==> src/rtl/core/scrt_pkg.sv <==
package scrt_pkg;

    localparam int ENTRIES    = 16;
    localparam int KEY_BITS   = 16;
    localparam int COUNT_BITS = 8;

    // fixed port field widths
    localparam int KEY_IN_BITS = 16;
    localparam int SLOT_BITS   = 4;
    localparam int ENTRY_BITS  = 4;
    localparam int REFS_BITS   = 8;
    localparam int STATUS_BITS = 3;

    localparam int IDX_BITS  = $clog2(ENTRIES);
    localparam int SCAN_BITS = IDX_BITS + 1;
    localparam int SEL_BITS  = ((IDX_BITS > SLOT_BITS) ? IDX_BITS : SLOT_BITS) + 1;

    localparam logic [COUNT_BITS-1:0] COUNT_MAX = {COUNT_BITS{1'b1}};

    typedef enum logic [STATUS_BITS-1:0] {
        ST_HIT      = 3'd0,
        ST_NEW      = 3'd1,
        ST_OVERFLOW = 3'd2,
        ST_HELD     = 3'd3,
        ST_FREED    = 3'd4,
        ST_BAD      = 3'd5
    } t_status;

    typedef enum logic {
        OP_ACQUIRE = 1'b0,
        OP_RELEASE = 1'b1
    } t_op;

    typedef struct packed {
        logic [KEY_BITS-1:0]   key;
        logic [COUNT_BITS-1:0] cnt;
    } t_word;

    typedef struct packed {
        logic                wr_en;
        logic [IDX_BITS-1:0] wr_addr;
        t_word               wr_data;
        logic                rd_en;
        logic [IDX_BITS-1:0] rd_addr;
    } t_mem_req;

    typedef struct packed {
        t_status               status;
        logic [ENTRY_BITS-1:0] entry;
        logic [REFS_BITS-1:0]  refs;
    } t_res;

endpackage

==> src/rtl/core/scrt_mem.sv <==
module scrt_mem
    import scrt_pkg::*;
(
    input  logic     i_clk,
    input  t_mem_req i_req,
    output t_word    o_rd_data
);

    t_word r_mem [ENTRIES];
    t_word r_rd_data;

    always_ff @(posedge i_clk) begin
        if (i_req.wr_en) begin
            r_mem[i_req.wr_addr] <= i_req.wr_data;
        end
        if (i_req.rd_en) begin
            r_rd_data <= r_mem[i_req.rd_addr];
        end
    end

    assign o_rd_data = r_rd_data;

endmodule

==> src/rtl/core/scrt_ctrl.sv <==
module scrt_ctrl
    import scrt_pkg::*;
(
    input  logic                   i_clk,
    input  logic                   i_rst_n,
    input  logic                   i_valid,
    output logic                   o_ready,
    input  logic                   i_op,
    input  logic [KEY_IN_BITS-1:0] i_key,
    input  logic [SLOT_BITS-1:0]   i_slot,
    input  logic                   i_out_free,
    output logic                   o_res_valid,
    output t_res                   o_res,
    output t_mem_req               o_mem_req,
    input  t_word                  i_rd_data
);

    typedef enum logic [5:0] {
        S_IDLE    = 6'b000001,
        S_SCAN    = 6'b000010,
        S_REL_RD  = 6'b000100,
        S_REL_CHK = 6'b001000,
        S_WRITE   = 6'b010000,
        S_DONE    = 6'b100000
    } t_state;

    t_state                r_state, n_state;
    logic [ENTRIES-1:0]    r_used, n_used;
    logic [KEY_BITS-1:0]   r_key, n_key;
    logic [SLOT_BITS-1:0]  r_slot, n_slot;
    logic [SCAN_BITS-1:0]  r_cnt, n_cnt;
    logic                  r_chk_vld, n_chk_vld;
    logic [IDX_BITS-1:0]   r_chk_idx, n_chk_idx;
    logic                  r_have_free, n_have_free;
    logic [IDX_BITS-1:0]   r_free_idx, n_free_idx;
    logic [IDX_BITS-1:0]   r_wr_idx, n_wr_idx;
    t_word                 r_wr_word, n_wr_word;
    t_res                  r_res, n_res;

    logic                  issue;
    logic                  chk_used;
    logic                  is_free;
    logic                  is_hit;
    logic                  is_last;
    logic                  free_any;
    logic [IDX_BITS-1:0]   free_idx;
    logic [COUNT_BITS-1:0] cnt_inc;
    logic [COUNT_BITS-1:0] cnt_dec;
    logic [SEL_BITS-1:0]   slot_ext;
    logic [IDX_BITS-1:0]   slot_idx;
    logic                  slot_ok;

    assign slot_ext = SEL_BITS'(r_slot);
    assign slot_idx = slot_ext[IDX_BITS-1:0];
    assign slot_ok  = slot_ext < SEL_BITS'(ENTRIES);

    assign issue    = (r_state == S_SCAN) && (r_cnt < SCAN_BITS'(ENTRIES));
    assign chk_used = r_used[r_chk_idx];
    assign is_free  = r_chk_vld && !chk_used;
    assign is_hit   = r_chk_vld && chk_used && (i_rd_data.key == r_key);
    assign is_last  = r_chk_vld && (r_chk_idx == IDX_BITS'(ENTRIES - 1));
    assign free_any = r_have_free || is_free;
    assign free_idx = r_have_free ? r_free_idx : r_chk_idx;
    assign cnt_inc  = (i_rd_data.cnt == COUNT_MAX) ? i_rd_data.cnt
                                                   : i_rd_data.cnt + COUNT_BITS'(1);
    assign cnt_dec  = i_rd_data.cnt - COUNT_BITS'(1);

    always_comb begin
        o_mem_req         = '0;
        o_mem_req.rd_en   = issue || (r_state == S_REL_RD);
        o_mem_req.rd_addr = (r_state == S_REL_RD) ? slot_idx : r_cnt[IDX_BITS-1:0];
        o_mem_req.wr_en   = (r_state == S_WRITE);
        o_mem_req.wr_addr = r_wr_idx;
        o_mem_req.wr_data = r_wr_word;
    end

    assign o_ready     = (r_state == S_IDLE);
    assign o_res_valid = (r_state == S_DONE);
    assign o_res       = r_res;

    always_comb begin
        n_state     = r_state;
        n_used      = r_used;
        n_key       = r_key;
        n_slot      = r_slot;
        n_cnt       = r_cnt;
        n_chk_vld   = 1'b0;
        n_chk_idx   = r_cnt[IDX_BITS-1:0];
        n_have_free = r_have_free;
        n_free_idx  = r_free_idx;
        n_wr_idx    = r_wr_idx;
        n_wr_word   = r_wr_word;
        n_res       = r_res;

        case (r_state)
            S_IDLE: begin
                if (i_valid) begin
                    n_key       = KEY_BITS'(i_key);
                    n_slot      = i_slot;
                    n_cnt       = '0;
                    n_have_free = 1'b0;
                    n_state     = (t_op'(i_op) == OP_ACQUIRE) ? S_SCAN : S_REL_RD;
                end
            end
            S_SCAN: begin
                // read runs one entry ahead of the compare
                n_chk_vld = issue;
                if (issue) begin
                    n_cnt = r_cnt + SCAN_BITS'(1);
                end
                if (is_hit) begin
                    n_wr_idx  = r_chk_idx;
                    n_wr_word = '{key: r_key, cnt: cnt_inc};
                    n_res     = '{status: ST_HIT, entry: ENTRY_BITS'(r_chk_idx),
                                  refs: REFS_BITS'(cnt_inc)};
                    n_state   = S_WRITE;
                end else if (is_last) begin
                    if (free_any) begin
                        n_used[free_idx] = 1'b1;
                        n_wr_idx  = free_idx;
                        n_wr_word = '{key: r_key, cnt: COUNT_BITS'(1)};
                        n_res     = '{status: ST_NEW, entry: ENTRY_BITS'(free_idx),
                                      refs: REFS_BITS'(1)};
                        n_state   = S_WRITE;
                    end else begin
                        n_res   = '{status: ST_OVERFLOW, entry: '0, refs: '0};
                        n_state = S_DONE;
                    end
                end else if (is_free && !r_have_free) begin
                    n_have_free = 1'b1;
                    n_free_idx  = r_chk_idx;
                end
            end
            S_REL_RD: begin
                n_state = S_REL_CHK;
            end
            S_REL_CHK: begin
                if (!slot_ok || !r_used[slot_idx] || (i_rd_data.cnt == '0)) begin
                    n_res   = '{status: ST_BAD, entry: ENTRY_BITS'(r_slot), refs: '0};
                    n_state = S_DONE;
                end else if (cnt_dec == '0) begin
                    // count of a free entry is never read, no write-back needed
                    n_used[slot_idx] = 1'b0;
                    n_res   = '{status: ST_FREED, entry: ENTRY_BITS'(r_slot), refs: '0};
                    n_state = S_DONE;
                end else begin
                    n_wr_idx  = slot_idx;
                    n_wr_word = '{key: i_rd_data.key, cnt: cnt_dec};
                    n_res     = '{status: ST_HELD, entry: ENTRY_BITS'(r_slot),
                                  refs: REFS_BITS'(cnt_dec)};
                    n_state   = S_WRITE;
                end
            end
            S_WRITE: begin
                n_state = S_DONE;
            end
            S_DONE: begin
                if (i_out_free) begin
                    n_state = S_IDLE;
                end
            end
            default: begin
                n_state = S_IDLE;
            end
        endcase
    end

    always_ff @(posedge i_clk) begin
        if (!i_rst_n) begin
            r_state   <= S_IDLE;
            r_used    <= '0;
            r_chk_vld <= 1'b0;
        end else begin
            r_state   <= n_state;
            r_used    <= n_used;
            r_chk_vld <= n_chk_vld;
        end
    end

    always_ff @(posedge i_clk) begin
        r_key       <= n_key;
        r_slot      <= n_slot;
        r_cnt       <= n_cnt;
        r_chk_idx   <= n_chk_idx;
        r_have_free <= n_have_free;
        r_free_idx  <= n_free_idx;
        r_wr_idx    <= n_wr_idx;
        r_wr_word   <= n_wr_word;
        r_res       <= n_res;
    end

    a_idle_used_stable: assert property (@(posedge i_clk) disable iff (!i_rst_n)
        (r_state == S_IDLE) |=> $stable(r_used))
        else $error("used bits changed while idle");

    a_write_used: assert property (@(posedge i_clk) disable iff (!i_rst_n)
        (r_state == S_WRITE) |-> r_used[r_wr_idx])
        else $error("write-back to a free entry");

    a_write_nonzero: assert property (@(posedge i_clk) disable iff (!i_rst_n)
        o_mem_req.wr_en |-> (o_mem_req.wr_data.cnt != '0))
        else $error("zero count written back");

    a_no_rw_overlap: assert property (@(posedge i_clk) disable iff (!i_rst_n)
        o_mem_req.wr_en |-> !o_mem_req.rd_en)
        else $error("read and write in the same cycle");

endmodule

==> src/rtl/core/shared_segment_refcount_table.sv <==
// Acquire: the scan reads one entry per cycle and stops at a hit, allocation writes back after a full
// scan, and overflow skips the write-back. Release skips the write-back when the slot is bad or freed.
// One request in flight; the next input is accepted the cycle after the result is loaded
// into the output register.
// Synchronous active-low reset clears the used bits and the handshake state only.
module shared_segment_refcount_table
    import scrt_pkg::*;
(
    input  logic                   i_clk,
    input  logic                   i_rst_n,
    input  logic                   i_valid,
    output logic                   o_ready,
    input  logic                   i_op,
    input  logic [KEY_IN_BITS-1:0] i_key,
    input  logic [SLOT_BITS-1:0]   i_slot,
    output logic                   o_valid,
    input  logic                   i_ready,
    output logic [STATUS_BITS-1:0] o_status,
    output logic [ENTRY_BITS-1:0]  o_entry,
    output logic [REFS_BITS-1:0]   o_refs
);

    t_mem_req mem_req;
    t_word    rd_data;
    t_res     res;
    logic     res_valid;
    logic     out_free;

    logic     r_o_valid;
    t_res     r_o_res;

    assign out_free = !r_o_valid || i_ready;

    scrt_mem u_mem (
        .i_clk     (i_clk),
        .i_req     (mem_req),
        .o_rd_data (rd_data)
    );

    scrt_ctrl u_ctrl (
        .i_clk       (i_clk),
        .i_rst_n     (i_rst_n),
        .i_valid     (i_valid),
        .o_ready     (o_ready),
        .i_op        (i_op),
        .i_key       (i_key),
        .i_slot      (i_slot),
        .i_out_free  (out_free),
        .o_res_valid (res_valid),
        .o_res       (res),
        .o_mem_req   (mem_req),
        .i_rd_data   (rd_data)
    );

    always_ff @(posedge i_clk) begin
        if (!i_rst_n) begin
            r_o_valid <= 1'b0;
        end else if (out_free) begin
            r_o_valid <= res_valid;
        end
    end

    always_ff @(posedge i_clk) begin
        if (out_free && res_valid) begin
            r_o_res <= res;
        end
    end

    assign o_valid  = r_o_valid;
    assign o_status = r_o_res.status;
    assign o_entry  = r_o_res.entry;
    assign o_refs   = r_o_res.refs;

endmodule

==> config.mk <==
export PLATFORM = sky130hd
export DESIGN_NAME = shared_segment_refcount_table
export DESIGN_NICKNAME = d
export VERILOG_FILES = /design/src/rtl/core/scrt_pkg.sv /design/src/rtl/core/scrt_mem.sv /design/src/rtl/core/scrt_ctrl.sv /design/src/rtl/core/shared_segment_refcount_table.sv
export SDC_FILE = /design/constraint.sdc
export NUM_CORES = 1
export LEC_CHECK = 0
export BUFFER_PORTS_ARGS = -buffer_cell sky130_fd_sc_hd__buf_2
export CORE_MARGIN = 2
export CORE_UTILIZATION = 50
export CTS_CLUSTER_SIZE = 8
export DETAILED_ROUTE_END_ITERATION = 16
export PLACE_DENSITY = 0.72
export SETUP_SLACK_MARGIN = 0.2
export SYNTH_ARGS = -nofsm -noshare
export SYNTH_HDL_FRONTEND = slang
export SYNTH_SLANG_ARGS = --single-unit
export TNS_END_PERCENT = 30
==> constraint.sdc <==
create_clock -name i_clk -period 3.8 [get_ports i_clk]
set_input_delay 0.57 -clock i_clk [delete_from_list [all_inputs] [get_ports i_clk]]
set_output_delay 0.57 -clock i_clk [all_outputs]
set_load 0.1 [all_outputs]
# [Yosys cells after proc, flatten, opt, wreduce, memory -nomap -nowiden]
# Memories as Yosys holds them, arrays and structs flattened. A register that Yosys moved wholly into a read port is not among the register bits.
# Cells that the tools add are included.
[word_totals] register_bits=116 latchBits=0 ram_bits=384 rom_bits=0 inputBits=25 output_inout_bits=17 wordCells=143 mem_count=1
[classes] addsub=3 n_mul=0 n_div=0 n_lt_le_gt_ge=7 n_eq_ne=22 shifts=0 mux=54 bitwise=5 n_reduce_logical=32
[memory_table] memory="u_mem.r_mem" depth=16 width=24 rd=1 rd_ports_with_merged_regs=1 wr=1 line_no="scrt_mem.sv:9" rtl="t_word r_mem [ENTRIES];"
[op_table] operator="24-bit two-way mux" count=5
[op_table] operator="16-bit two-way mux" count=5
[op_table] operator="15-bit two-way mux" count=4
[op_table] operator="24-bit one-hot mux with 2 select lines" count=1
[op_table] operator="6-bit two-way mux" count=7
[op_table] operator="6-bit one-hot mux with 6 select lines" count=1
[op_table] operator="16-bit one-hot mux with 2 select lines" count=1
[op_table] operator="15-bit one-hot mux with 2 select lines" count=1
[op_table] operator="4-bit two-way mux" count=7
[op_table] operator="4-bit by 5-bit less-than comparator with 1-bit output, second input constant" count=4
[op_table] operator="16-bit bitwise AND" count=1
[op_table] operator="16-bit == test" count=1
[op_table] operator="8-bit zero test" count=2
[op_table] operator="16-bit NOT" count=1
[op_table] operator="16-bit OR" count=1
[op_table] operator="14-bit two-way mux" count=1
[op_table] operator="2-bit != test, second input constant" count=6
[op_table] operator="1-bit two-way mux" count=10
[op_table] operator="5-bit two-way mux" count=2
[op_table] operator="2-bit by 1-bit != test with 1-bit output, second input constant" count=5
[op_table] operator="5-bit one-hot mux with 2 select lines" count=1
[op_table] operator="5-bit AND reduction" count=2
[op_table] operator="1-bit logical AND" count=9
[op_table] operator="8-bit by 1-bit adder with 8-bit output, second input constant" count=1
[op_table] operator="27 further kinds" count=44

# [Logic depth before layout (Yosys ltp)]
# Gate-level depths: netlist of the first run.
[depth] depth_word=10 depth_mapped=11 mapped_depth_nobuf=9

# [Modules after synthesis]
# Synthesis of the first run repeated with hierarchy kept, for this count alone.
[hier_totals] hier_cells=1133 area_unflattened_um2=20783.7
[by_module_without_submodules] module="scrt_mem" instances=1 cells_each=636 area_each_um2=15170.8 seq_area_each_um2=12251.8
[by_module_without_submodules] module="scrt_ctrl" instances=1 cells_each=477 area_each_um2=5104.9 seq_area_each_um2=2732.6
[by_module_without_submodules] module="shared_segment_refcount_table" instances=1 cells_each=20 area_each_um2=508.0 seq_area_each_um2=470.5

# [Worst setup path before layout of the first run]
# Ideal clock, no wire load.
[synth_path] kind="register to register" startpoint="register u_ctrl.r_state[5]" endpoint="memory u_mem.r_mem[0][0] (netlist bit) (enable)" setup_ps=435 t_arrival_ps=3165 required_time_ps=3365 setup_slack_ps=200 stages_incl_launch_ff=4 cell_sequence="dfxtp_1 > or4_4 > or4_1 > nor3_1"
[synth_between] elab_chain_len=3
[synth_rtl] element="start, declared" line_no="scrt_ctrl.sv:27" rtl="t_state r_state, n_state;"
[synth_rtl] element="start signal, assigned" line_no="scrt_ctrl.sv:174" rtl="r_state <= n_state;"
[synth_rtl] element="6-bit by 5-bit == test with 1-bit output" line_no="scrt_ctrl.sv:72" rtl="o_mem_req.wr_en = (r_state == S_WRITE);"
[synth_rtl] element="1-bit two-way mux" line_no="scrt_mem.sv:13" rtl="if (i_req.wr_en) begin"
[synth_rtl] element="1-bit two-way mux (not written as such)" line_no="scrt_mem.sv:14" rtl="r_mem[i_req.wr_addr] <= i_req.wr_data;"
[synth_rtl] element="end, declared" line_no="scrt_mem.sv:9"
# No other way between the ends.

# [Worst setup path in the final report of the first run]
[layout_path] startpoint="register u_mem.o_rd_data[0] (netlist name)" endpoint="register u_ctrl.r_wr_word, in the netlist u_ctrl.o_mem_req[25] (enable)"
[layout_between] elab_chain_len=4 word_cells_on_any_way=7 cone_classes="add/sub: 1; eq/ne: 2; reduce/logical: 4"
[layout_rtl] element="8-bit by 1-bit subtractor with 8-bit output or 8-bit zero test (tied branches)" line_no="scrt_ctrl.sv:66, scrt_ctrl.sv:138"
[layout_rtl] element="8-bit zero test or 1-bit logical OR (tied branches)" line_no="scrt_ctrl.sv:141, scrt_ctrl.sv:138"
[layout_rtl] element="2-bit != test (no line)"
[layout_rtl] element="5-bit AND reduction (no line) (*)"
[layout_rtl] element="end signal, assigned" line_no="scrt_ctrl.sv:188" rtl="r_wr_word <= n_wr_word;"
[layout_rtl] element="end, declared" line_no="scrt_ctrl.sv:37" rtl="t_word r_wr_word, n_wr_word;"
# Every way passes the cells marked *; elsewhere a longest branch is shown, timed or not.
# A chain may end at the register's enable or synchronous reset.

==> metrics.md, run 1 <==
| Metric | Value |
|---|---|
| H-Tree Depth | `3` |
| Core Footprint | `43,000 sq um` |
| Kind of critical path | `flip-flop to flip-flop` |
| #FFs+latches synth | `524` |
| Synth Warn # | `0` |
| Worst path required time | `4.03 ns` |
| Initial core utilization | `0.505` |
| Worst-skew pair later-pin latency | `0.60 ns` |
| Vias in the first global route | `13,600` |
| Routed wire length | `55,200 um` |
| Post-Place Cells | `2,191` |
| First-pass GRT wire length | `82,800 um` |
| CTS tree | `done` |
| Ys async rst share | `0` |
| Initial antenna violation count | `0` |
| Mapped Avg Cell Area | `13.3 sq um` |
| Synth Instances | `1,627` |
| Worst hold slack | `0.144 ns` |
| Fmax | `303 MHz` |
| DRT Pass-1 Iters | `5` |
| Worst Max-Slew Pin Slew | `1.15 ns` |
| Fin. Hold Viols | `0` |
| Slew headroom | `0.229` |
| DR DRC count | `0` |
| CTS Root Cell | `clkbuf_16` |
| Crit path max fanout | `28` |
| Syn_nets | `1,656` |
| Chip Height | `212 um` |
| Status | `finished, final reports clean` |
| Final std cells w/o fill | `2,289` |
| Critical path cell sequence | `inv_1 -> ha_1 -> nor4b_2 -> xor2_1 -> nor3_1 -> o2111a_1 -> nor2_1 -> o22ai_1 -> nor2_4 -> buf_4` |
| Power Total | `0.0133 W` |
| Synth top area cells | `edfxtp_1 69%, nand2_1 6.4%, and3_1 2.9%, dfxtp_1 2.6%, a211oi_1 1.8%` |
| ANT nets after route | `0` |
| Fillcell total | `3,365` |
| Total GRT Usage | `0.248` |
| Pins Over Slew Limit | `0` |
| Io pins | `42` |
| DP Wirelength | `29,400 um` |
| VDD IR max | `0.336 mV` |
| Cells on worst reg2reg path | `10` |
| Largest net degree at the start of global routing | `122` |
| Slowest CP cell | `edfxtp_1` |
| Delay-heaviest family, CP | `simple AND/OR/NAND/NOR gates` |
| RSZ-0062 raised after global routing | `no` |
| Post-synth EDFFs | `496` |
| Die area | `45,100 sq um` |
| CTS clk-pin slew, worst paths | `0.05 ns` |
| Hold depth | `1` |
| CP Launch Type | `flip-flop` |
| Worst slack, placed | `0.619 ns` |
| Worst setup margin | `0.498 ns` |
| Pwr dens | `536 nW/um^2` |
| Leading register cell type out of synthesis | `edfxtp_1` |
| Routed vias | `14,100` |
| Crit path largest cell delay | `0.48 ns` |
| Most frequent cell after synthesis | `edfxtp_1` |
| Crit path DAT | `3.53 ns` |
| Fin crit share | `0.869` |
| CTS Sinks | `524` |
| GPL Wtd Cong | `0.974` |
| Synth top area share | `0.686` |
| Total negative slack | `0 ns` |
| Leak Pwr | `8.51 nW` |
| Layout area overhead | `14.2%` |
| Wire per inst | `24.1 um` |
| Port Buf Inserts | `41` |
| Max-cap viol count | `0` |
| Post-route minimum period | `3.30 ns` |
| Bufs and invs on worst path | `2` |
| GRT overflow | `0` |
| Ant diodes | `0` |
| Post-synth cell types | `76` |
| Synthesized area | `21,700 sq um` |
| Die width | `212 um` |
| Commonest cells in the synthesized netlist | `496 x edfxtp_1, 369 x nand2_1, 99 x and3_1, 56 x nor2_1, 55 x clkbuf_1` |
| Clock tree buffer depth | `3` |
| Share of layout cells above drive strength 1 | `0.143` |
| Clock skew | `0.0222 ns` |
| Area leader, netlist | `edfxtp_1` |
| Num rows | `76` |
| Number of buffers created by CTS | `75` |
| Layout Nets | `1,712` |
| DRT iter0 DRCs | `1,666` |
| # setup viols final | `0` |
| Post_cts resized | `0` |
| Worst hold path type | `input pin to flip-flop` |
| CP Depth | `10` |
| Post-CTS setup buffers | `0` |
| Hold buffers post-CTS | `0` |
| Sequential area share after synthesis | `0.712` |
| Vias/cell | `6.15` |
| Critical path capture point type | `flip-flop` |
per-layer routing:
| metal | share of wire | track usage | wire length [um] | vias up |
|---|---|---|---|---|
| li1 | - | - | - | 6250 |
| met1 | 0.39 | 0.330 | 21500 | 6961 |
| met2 | 0.48 | 0.404 | 26600 | 736 |
| met3 | 0.094 | 0.0465 | 5190 | 137 |
| met4 | 0.034 | 0.101 | 1880 | 0 |
| met5 | 0 | 0 | 0 | - |
metrics by stage:
step                      area (sq um)   util
after floorplan                  21700      -
after global placement           22700  0.529
after detailed placement         22700  0.529
after CTS                        24800  0.577
after global routing             24800  0.577
final                            24800  0.577
worst paths after layout:
path                                     start                             end  slack (ns)
setup / recovery  u_mem.o_rd_data[0]$_DFFE_PP_  u_ctrl.o_mem_req[25]$_DFFE_PP_        0.50
hold reg to reg      u_ctrl.o_res[8]$_DFFE_PP_            o_entry[0]$_DFFE_PP_        0.41
hold / removal                       i_slot[0]      u_ctrl.r_slot[0]$_DFFE_PP_        0.14
setup reg to reg  u_mem.o_rd_data[0]$_DFFE_PP_  u_ctrl.o_mem_req[25]$_DFFE_PP_        0.50
flip-flops by register name, summed over array words and instances, names as in the netlist:
name / cells
u_ctrl.r_have_free: 1
u_ctrl.r_chk_idx: 4
o_entry: 4
u_ctrl.r_used: 16
u_ctrl.o_res: 15
u_ctrl.r_slot: 4
o_refs: 8
u_ctrl.r_cnt: 5
u_ctrl.r_key: 16
o_valid: 1
u_mem.o_rd_data: 24
u_ctrl.r_state: 6
u_ctrl.r_chk_vld: 1
u_ctrl.r_wr_idx: 4
o_status: 3
u_mem.r_mem: 384
u_ctrl.o_mem_req: 24
u_ctrl.r_free_idx: 4
kinds of logic after synthesis:
logic type	after synthesis	synth area share
compound gates	300	0.102
mux	23	0.0137
simple gates	640	0.139
flops	524	0.712
fa+ha+maj	4	0.00230
buf+inv	113	0.0229
xor+xnor	23	0.00928
placed cells by master, fill, tap and decap left out, types with 21 or more instances in the layout:
| cell type | count |
|---|---|
| edfxtp_1 | 496 |
| nand2_1 | 368 |
| and3_1 | 99 |
| clkbuf_16 | 76 |
| a31oi_1 | 54 |
| a211oi_1 | 53 |
| nor2_1 | 41 |
| buf_2 | 41 |
| buf_4 | 33 |
| dfxtp_1 | 28 |
| a31o_2 | 27 |
| o22ai_1 | 26 |
| a221o_1 | 24 |
| a31o_1 | 23 |
| o21ai_0 | 22 |
| and2_1 | 21 |
final cells by class:
class,instances,area [sq um],share of cell area
flip-flops and latches,524,15500,0.623
multi-input cells,990,5910,0.238
well taps,585,732,0.0295
clock buffers,91,1960,0.0789
inverters,11,41.3,0.00166
repair buffers,81,593,0.0239
clock inverters,7,119,0.00479
worst reg2reg max path: stages (launching register included):
cell,delay [ns]
edfxtp_1,0.48
inv_1,0.19
ha_1,0.27
nor4b_2,0.39
xor2_1,0.19
nor3_1,0.06
o2111a_1,0.31
nor2_1,0.26
o22ai_1,0.19
nor2_4,0.12
buf_4,0.45
power breakdown:
| part | internal [W] | total [W] | switching [W] |
|---|---|---|---|
| sequential | 0.00635 | 0.00643 | 0.0000813 |
| combinational | 0.000336 | 0.000925 | 0.000589 |
| clock | 0.00360 | 0.00595 | 0.00236 |
| total | 0.0103 | 0.0133 | 0.00303 |
(Power assumes the default switching activity.)
==> run 2: changes to the inputs <==
--- a/config.mk
+++ b/config.mk
@@ -10,6 +10,7 @@
 export CORE_UTILIZATION = 50
 export CTS_CLUSTER_SIZE = 8
 export DETAILED_ROUTE_END_ITERATION = 16
+export MAX_ROUTING_LAYER = met4
 export PLACE_DENSITY = 0.72
 export SETUP_SLACK_MARGIN = 0.2
 export SYNTH_ARGS = -nofsm -noshare
==> run 2 against run 1 <==
Combinational power is 0.6% lower; clock skew hardly changed; cell count is 0.13% higher; worst hold slack better by 0.0077 ns; largest cell class unchanged; die area stayed put; first-iteration DRC count is 6.5% lower; wire length is 0.42% lower; highest routed layer unchanged; sequential power hardly changed; sequential share of layout area is 0.13 points lower; fmax is 2.1% higher.
==> metrics.md, run 2 (synthesis results as in run 1) <==
| Metric | Value |
|---|---|
| Crit path largest cell delay | `0.47 ns` |
| Total negative slack | `0 ns` |
| Pwr dens | `536 nW/um^2` |
| Chip Height | `212 um` |
| Power Internal | `0.0103 W` |
| Core Footprint | `43,000 sq um` |
| Critical path cell sequence | `inv_1 -> ha_1 -> nor4b_2 -> xor2_1 -> nor3_1 -> o2111a_1 -> nor2_1 -> o22ai_1 -> nor2_4 -> buf_4` |
| CTS clk-pin slew, worst paths | `0.05 ns` |
| Max-cap viol count | `0` |
| CTS Sinks | `524` |
| Wire per inst | `24.0 um` |
| DRT iter0 DRCs | `1,557` |
| Slowest CP cell | `edfxtp_1` |
| Final std cells w/o fill | `2,292` |
| CTS tree | `done` |
| GPL Wtd Cong | `0.926` |
| VDD IR max | `0.304 mV` |
| Status | `finished, final reports clean` |
| Initial core utilization | `0.505` |
| Largest net degree at the start of global routing | `146` |
| Worst hold path type | `input pin to flip-flop` |
| Reg with most FFs | `u_mem.r_mem` |
| Leak Pwr | `8.54 nW` |
| FF-to-FF setup slack | `0.57 ns` |
| Routed vias | `14,100` |
| Sw power | `0.00301 W` |
| Hold buffers post-CTS | `0` |
| Fin. Hold Viols | `0` |
| Fillcell total | `3,375` |
| Max reg flops | `384` |
| Worst-skew pair later-pin latency | `0.60 ns` |
| Die width | `212 um` |
| Flop pwr share | `0.483` |
| Clock power share | `0.448` |
| Post-Place Cells | `2,195` |
| Vias in the first global route | `13,800` |
| Crit path DAT | `3.46 ns` |
| H-Tree Depth | `3` |
| Layout area overhead | `14.5%` |
| Net Sw Frac | `0.226` |
| Pins Over Slew Limit | `0` |
| # setup viols final | `0` |
| First-pass GRT wire length | `82,400 um` |
| Post-CTS setup buffers | `0` |
| CP Launch Type | `flip-flop` |
| DP Wirelength | `29,800 um` |
| Clock skew | `0.0219 ns` |
| DR DRC count | `0` |
| Post-route minimum period | `3.23 ns` |
| Routed wire length | `55,000 um` |
| Total GRT Usage | `0.255` |
| Num rows | `76` |
| Crit path max fanout | `28` |
| Share of layout cells above drive strength 1 | `0.144` |
| Post_cts resized | `0` |
| Reg area | `15,500 sq um` |
| Layout Nets | `1,716` |
| Die area | `45,100 sq um` |
| Fin crit share | `0.851` |
| DRT Pass-1 Iters | `6` |
| Most frequent cells in the layout | `496 x edfxtp_1, 368 x nand2_1, 99 x and3_1` |
| ANT nets after route | `0` |
| RSZ-0062 raised after global routing | `no` |
| Kind of critical path | `flip-flop to flip-flop` |
| Multi-input logic area | `5910 sq um` |
| Fmax | `309 MHz` |
| Clock tree buffer depth | `3` |
| CTS Root Cell | `clkbuf_16` |
| Ant diodes | `0` |
| GRT overflow | `0` |
| Io pins | `42` |
| Slew headroom | `0.215` |
| Worst path required time | `4.02 ns` |
| Number of buffers created by CTS | `75` |
| Power Total | `0.0133 W` |
| Worst Max-Slew Pin Slew | `1.17 ns` |
| Vias/cell | `6.16` |
| Port Buf Inserts | `41` |
| Most common cell after layout, fill and taps aside | `edfxtp_1` |
| Critical path capture point type | `flip-flop` |
| Final Core Density | `0.579` |
| Initial antenna violation count | `0` |
| Combinational Power Share | `0.069` |
==> run 2: final timing paths <==
path	from	end	cells after the start
setup / recovery	u_mem.o_rd_data[0]$_DFFE_PP_	u_ctrl.o_mem_req[24]$_DFFE_PP_	10
setup reg to reg	u_mem.o_rd_data[0]$_DFFE_PP_	u_ctrl.o_mem_req[24]$_DFFE_PP_	10
hold reg to reg	u_ctrl.o_res[13]$_DFFE_PP_	o_status[1]$_DFFE_PP_	0
hold / removal	i_key[8]	u_ctrl.r_key[8]$_DFFE_PP_	1
==> run 2: power by group through the flow <==
stage	Clock (W)	Combinational (W)	Sequential, W
floorplan	0	0.000664	0.00649
detailed placement	0	0.000901	0.00654
CTS	0.00606	0.000912	0.00643
global route	0.00629	0.000992	0.00643
global placement	0	0.000885	0.00653
finish	0.00598	0.000919	0.00643
==> run 2: area by class of cell <==
| type | count | area share |
|---|---|---|
| Timing Repair Buffer | 85 | 0.0256 |
| Clock buffer | 91 | 0.0796 |
| Sequential cell | 524 | 0.622 |
| Inverter | 11 | 0.00166 |
| Tap cell | 585 | 0.0294 |
| Clock inverter | 6 | 0.00438 |
| Multi-Input combinational cell | 990 | 0.238 |
==> run 2: per-stage QoR <==
stage                     hold WS [ns]  setup WS [ns]  instance area [sq um]
after floorplan                  0.400          0.201                  21700
after global placement           0.402          0.645                  22800
after detailed placement         0.405          0.640                  22800
after CTS                        0.129          0.619                  24900
after global routing             0.138          0.379                  24900
final                            0.152          0.567                  24900
==> run 2: routing by layer <==
| metal | GRT usage | wire length, um | vias up |
|---|---|---|---|
| li1 | - | - | 6249 |
| met1 | 0.323 | 21300 | 7035 |
| met2 | 0.397 | 26100 | 712 |
| met3 | 0.0598 | 5430 | 132 |
| met4 | 0.104 | 2060 | 0 |
| met5 | - | 0 | - |
==> run 2: worst max-delay path: cells and delay by family (launching register included) <==
kind,cells,cell delay (ns)
AOI/OAI and AO/OA,2,0.50
xor gates and xnor gates,1,0.17
adders and majority gates,1,0.26
buffers and inverters,2,0.61
DFF,1,0.47
and+or+nand+nor,4,0.82
